===== src/rtl/core/m3i_pkg.sv =====
`default_nettype none
// ----------------------------------------------------------------------------
// m3i_pkg
// Shared widths, types and constants of the 3x3 matrix inverse.
// ----------------------------------------------------------------------------
package m3i_pkg;

	localparam int M_W   = 16;             // Q8.8 matrix entry
	localparam int PR_W  = 2 * M_W;        // entry product, Q16.16
	localparam int COF_W = PR_W + 1;       // cofactor, Q17.16
	localparam int DP_W  = M_W + COF_W;    // entry times cofactor, Q25.24
	localparam int DET_W = DP_W + 1;       // determinant, Q26.24
	localparam int OUT_W = 32;             // Q16.16 result
	localparam int Q_W   = 34;             // quotient bits, one below the binary point
	localparam int N_W   = COF_W + 25;     // twice the scaled numerator
	localparam int CW    = DET_W + Q_W;    // compare width of the range check
	localparam int NE    = 9;              // entries of a matrix

	localparam int QUEUE_DEPTH_DEF = 4;

	localparam logic [Q_W-1:0]   Q_POS_MAX = Q_W'(64'h7FFF_FFFF);
	localparam logic [Q_W-1:0]   Q_NEG_MAX = Q_W'(64'h8000_0000);
	localparam logic [OUT_W-1:0] SAT_POS   = 32'h7FFF_FFFF;
	localparam logic [OUT_W-1:0] SAT_NEG   = 32'h8000_0000;

	typedef logic signed [M_W-1:0]   m_t;
	typedef logic signed [COF_W-1:0] cof_t;
	typedef logic signed [DET_W-1:0] det_t;
	typedef logic [OUT_W-1:0]        out_t;

	typedef struct packed {
		cof_t [NE-1:0] cof;
		det_t          det;
		logic          singular;
	} entry_t;

endpackage
`default_nettype wire


===== src/rtl/core/m3i_queue.sv =====
`default_nettype none
// ----------------------------------------------------------------------------
// m3i_queue
// Short queue of classified matrices between front and back.
// ----------------------------------------------------------------------------
module m3i_queue #(
	parameter int DEPTH = m3i_pkg::QUEUE_DEPTH_DEF
) (
	input  wire logic            clk,
	input  wire logic            arst_n,
	input  wire logic            push,
	input  wire m3i_pkg::entry_t wr_entry,
	output logic                 full,
	input  wire logic            pop,
	output logic                 empty,
	output m3i_pkg::entry_t      rd_entry
);

	localparam int PW = $clog2(DEPTH);
	localparam int CNT_W = $clog2(DEPTH + 1);

	m3i_pkg::entry_t  mem [DEPTH];
	logic [PW-1:0]    wr_ptr_q, rd_ptr_q;
	logic [CNT_W-1:0] count_q;

	assign full     = (count_q == CNT_W'(DEPTH));
	assign empty    = (count_q == '0);
	assign rd_entry = mem[rd_ptr_q];

	always_ff @(posedge clk) begin
		if (push)
			mem[wr_ptr_q] <= wr_entry;
	end

	always_ff @(posedge clk or negedge arst_n) begin
		if (!arst_n) begin
			wr_ptr_q <= '0;
			rd_ptr_q <= '0;
			count_q  <= '0;
		end else begin
			if (push)
				wr_ptr_q <= (wr_ptr_q == PW'(DEPTH - 1)) ? '0 : wr_ptr_q + 1'b1;
			if (pop)
				rd_ptr_q <= (rd_ptr_q == PW'(DEPTH - 1)) ? '0 : rd_ptr_q + 1'b1;
			if (push && !pop)
				count_q <= count_q + 1'b1;
			else if (pop && !push)
				count_q <= count_q - 1'b1;
		end
	end

	a_no_push_full: assert property (@(posedge clk) disable iff (!arst_n) !(push && full))
		else $error("queue written while full");
	a_no_pop_empty: assert property (@(posedge clk) disable iff (!arst_n) !(pop && empty))
		else $error("queue read while empty");
	a_count_range: assert property (@(posedge clk) disable iff (!arst_n)
		count_q <= CNT_W'(DEPTH))
		else $error("queue count beyond depth");

endmodule
`default_nettype wire


===== config.mk =====
export PLATFORM = sky130hd
export DESIGN_NAME = m3i_queue
export DESIGN_NICKNAME = d
export VERILOG_FILES = /design/src/rtl/core/m3i_pkg.sv /design/src/rtl/core/m3i_queue.sv
export SDC_FILE = /design/constraint.sdc
export NUM_CORES = 1
export LEC_CHECK = 0
export ABC_AREA = 0
export BUFFER_PORTS_ARGS = -buffer_cell sky130_fd_sc_hd__buf_2
export CORE_ASPECT_RATIO = 1.1
export CORE_MARGIN = 2
export CORE_UTILIZATION = 40
export DETAILED_ROUTE_END_ITERATION = 12
export SYNTH_ARGS = -nofsm -noshare
export SYNTH_HDL_FRONTEND = slang
export SYNTH_SLANG_ARGS = --single-unit

===== constraint.sdc =====
create_clock -name clk -period 20.9 [get_ports clk]
set_input_delay 2.09 -clock clk [delete_from_list [all_inputs] [get_ports clk]]
set_output_delay 2.09 -clock clk [all_outputs]
set_load 0.1 [all_outputs]

==> impl_metrics.json <==
{
  "run_status": "completed",
  "number_of_buffers_added_by_the_clock_tree_synthesis_step": 142,
  "worst_pin_slew_ns": 1.11,
  "holdPathStages": 1,
  "cts_root_buf": "sky130_fd_sc_hd__clkbuf_16",
  "finalClockSkew_ns": 0.0235,
  "die_area_sq_mm": 0.129,
  "post-cts-setup-buffer-count": 0,
  "holdCritPathClass": "reg -> reg",
  "cts_resized": 0,
  "ff2ff_setup_slack_ns": 16.47,
  "global_route.usage.total_pct": 16.7,
  "clock.fmax_mhz": 138,
  "worst_path_top_cell_family_by_delay": "buffers and inverters",
  "yosysTopAreaCell": "sky130_fd_sc_hd__edfxtp_1",
  "routed_wire_length_per_instance_microns": 24.6,
  "route.final.wire_length_microns": 109000,
  "post-synth-top-count-cell": "sky130_fd_sc_hd__edfxtp_1",
  "clkSinkCount": 1399,
  "ys_warn_count": 0,
  "worstPathBufferInverterCount": 4,
  "post_synth_fa_ha_maj_area_fraction_pct": 0.188,
  "grt_setup_unrepaired": "no",
  "met3_length_microns": 9060,
  "cts-hold-fix-buffers": 0,
  "drive_gt1_share_pct": 46.1,
  "htree_num_levels": 4,
  "totalNegativeSetupSlack_ns": 0,
  "worstPathRequired_ns": 18.81,
  "highest-signal-layer": "met5",
  "rows": 136,
  "crit_slowest_cell": "sky130_fd_sc_hd__dfrtp_4",
  "final_setup_violating_endpoints": 0,
  "start_kind": "flop",
  "postRouteAntennaNets": 0,
  "drt-met1-wl_microns": 38700,
  "syn-mean-instance-area_sq_um": 27.3,
  "timing.rr.end": "mem[1][216]",
  "start_util_pct": 40.4,
  "dp.final_hpwl_microns": 68800,
  "crit_arrival_ns": 5.14,
  "grt-ovfl-total": 0,
  "main_combinational_cell_family_by_area_after_synthesis": "multiplexers",
  "core_region_area_sq_mm": 0.125,
  "critical_path.most_common_cell": "sky130_fd_sc_hd__buf_4",
  "final_hold_viol_count": 0,
  "cts.clk_slew.worst_paths_ns": 0.06,
  "placement.io_buffers": 701,
  "wire_length_of_the_first_global_routing_pass_microns": 158000,
  "layout.filler_cells": 10238,
  "gpl.final_weighted_congestion": 0.782,
  "tritoncts": "yes",
  "worst_max_slew_margin_expressed_relative_to_the_limit_pct": 26.3,
  "yosys-mux-area-fraction_pct": 15.5,
  "critical_path.max_fanout": 98,
  "post-route-drc-count": 0,
  "layout-area-overhead-vs-synth_pct": 19.3,
  "die_h_microns": 377,
  "layout_min_cycle_time_ns": 7.23,
  "area_occupied_by_multi_input_gates_sq_mm": 0.00807,
  "number_of_synthesized_flops_with_an_enable_pin": 1392,
  "cts.path.max_buffers": 3,
  "vias": 22734,
  "drv.max_cap_violation_count": 0,
  "insertion_delay_ns": 0.76,
  "rr_worst_depth": 6,
  "grt_antenna_before_repair": 52,
  "via_per_inst": 5.12,
  "drt-initial-drc-count": 1439,
  "hold_path.startpoint": "count_q[2]",
  "crit_chain": "buf_4, buf_4, buf_12, mux4_2, buf_2",
  "synth-async-reset-ratio_pct": 0.500,
  "synth_xor_area_share_pct": 0.0519,
  "synth.top_cells.by_area": "sky130_fd_sc_hd__edfxtp_1, sky130_fd_sc_hd__mux4_2, sky130_fd_sc_hd__buf_6",
  "register_area_sq_mm": 0.0420,
  "r2r_start": "wr_ptr_q[1]",
  "synthDominantCellAreaShare_pct": 82.5,
  "synth_cells": 1855,
  "grt_pass1_vias": 24226,
  "synth_compound_area_share_pct": 0.0198,
  "number_of_pins_with_negative_max_slew_slack_in_the_final_report": 0,
  "cpPeakStageDelay_ns": 0.94,
  "synth_common_cells": "sky130_fd_sc_hd__edfxtp_1, sky130_fd_sc_hd__mux4_2, sky130_fd_sc_hd__buf_2, sky130_fd_sc_hd__buf_6, sky130_fd_sc_hd__dfrtp_1",
  "timing.final.crit_share_pct": 34.6,
  "synth.cell_area_sq_mm": 0.0506,
  "io_pins": 702,
  "yosys.area_share.simple_pct": 0.111,
  "distinct_cell_type_count_of_the_synthesized_netlist": 19,
  "yosys_most_used_dff": "sky130_fd_sc_hd__edfxtp_1",
  "crit_path_end_kind": "primary output",
  "timing.setup.critical_path_class": "reg -> out",
  "post_synthesis_sequential_area_ratio_pct": 82.9,
  "detailedRoute.firstPassIterationCount": 5,
  "synth-seq-cells": 1399,
  "grt_start_max_net_pins": 142,
  "final_net_count": 3007,
  "met2WireLength_microns": 56500,
  "whs_endpoint": "count_q[2]",
  "syn_nets": 2214,
  "floorplan.die.width_microns": 343
}
final cells by class:
cell class	count	share of cell area [%]
inverters	4	0.0249
diodes	25	0.104
flip-flops and latches	1399	69.5
repair buffers	727	6.26
multi-input cells	374	13.4
well taps	1656	3.43
clock inverters	76	1.05
clock buffers	175	6.26
layout by cell type (no fill, tap or decap):
cell type and n:
sky130_fd_sc_hd__bufinv_16 7, sky130_fd_sc_hd__inv_16 2, sky130_fd_sc_hd__fa_1 1, sky130_fd_sc_hd__nor3b_1 1, sky130_fd_sc_hd__clkinv_8 1, sky130_fd_sc_hd__nand2_1 2
sky130_fd_sc_hd__clkinv_16 2, sky130_fd_sc_hd__o21ai_0 2, sky130_fd_sc_hd__clkbuf_8 2, sky130_fd_sc_hd__nor3_1 1, sky130_fd_sc_hd__clkinv_1 39, sky130_fd_sc_hd__clkbuf_1 27
sky130_fd_sc_hd__clkinv_2 13, sky130_fd_sc_hd__xnor2_1 1, sky130_fd_sc_hd__dfrtp_4 2, sky130_fd_sc_hd__and2_4 4, sky130_fd_sc_hd__ha_1 6, sky130_fd_sc_hd__buf_4 20
sky130_fd_sc_hd__clkinvlp_4 6, sky130_fd_sc_hd__clkbuf_16 146, sky130_fd_sc_hd__mux2_2 3, sky130_fd_sc_hd__nor2_1 3, sky130_fd_sc_hd__inv_6 5, sky130_fd_sc_hd__xor2_1 2
sky130_fd_sc_hd__dfrtp_1 5, sky130_fd_sc_hd__buf_2 701, sky130_fd_sc_hd__diode_2 25, sky130_fd_sc_hd__edfxtp_1 1392, sky130_fd_sc_hd__clkinv_4 1, sky130_fd_sc_hd__buf_12 6
sky130_fd_sc_hd__inv_1 4, sky130_fd_sc_hd__mux4_2 348
kinds of logic (layout without fill, tap and decap cells):
family | after synthesis | count (layout)
XOR/XNOR | 3 | 3
adder cells (fa/ha/maj) | 7 | 7
multiplexers | 351 | 351
AND/OR/NAND/NOR | 11 | 11
flip-flops | 1399 | 1399
buffers and inverters | 82 | 982
AO/OA/AOI/OAI | 2 | 2
other | 0 | 25
per-layer routing:
metal  GRT usage [%]  vias to the layer above
met4            7.86                       40
met1            18.7                    11940
li1                -                     9740
met2            28.3                      755
met3            5.98                      259
met5               0                        -
sequential cells by signal, indices dropped and copies added, names as in the netlist:
| register | cells |
|---|---|
| mem | 1392 |
| count_q | 3 |
| rd_ptr_q | 2 |
| wr_ptr_q | 2 |
per-stage QoR:
step           worst slack (ns)  hold WS, ns  utilization (%)  cells  instance area (sq um)
3_5_place_dp              14.25        0.503             44.6   4160                  55900
4_1_cts                   13.40        0.514             48.2   4411                  60300
2_1_floorplan             10.22        0.456                -   1855                  50600
3_3_place_gp              14.26        0.473             44.6   4160                  55900
5_1_grt                   13.15        0.521             48.2   4428                  60400
6_report                  13.67        0.517             48.2   4436                  60400
worst register-to-register path, delay by kind of cell (launching register included):
family,cells,cell delay (ns)
DFF,1,0.40
adders and majority gates,1,0.15
buffers and inverters,4,2.73
and+or+nand+nor,1,0.66
how the worst max path moves through the flow:
stage	startpoint	endpoint	slack [ns]	cells past startpoint
after floorplan	push	mem[2][0]	10.22	1
after global placement	rd_ptr_q[0]	rd_entry[203]	14.26	5
after detailed placement	rd_ptr_q[0]	rd_entry[203]	14.25	5
after CTS	rd_ptr_q[0]	rd_entry[203]	13.40	5
after global routing	rd_ptr_q[0]	rd_entry[207]	13.15	5
final	rd_ptr_q[0]	rd_entry[217]	13.67	5
Power is not shown: default switching activity piles up to over one toggle a cycle in this logic, so the estimate is an artifact.
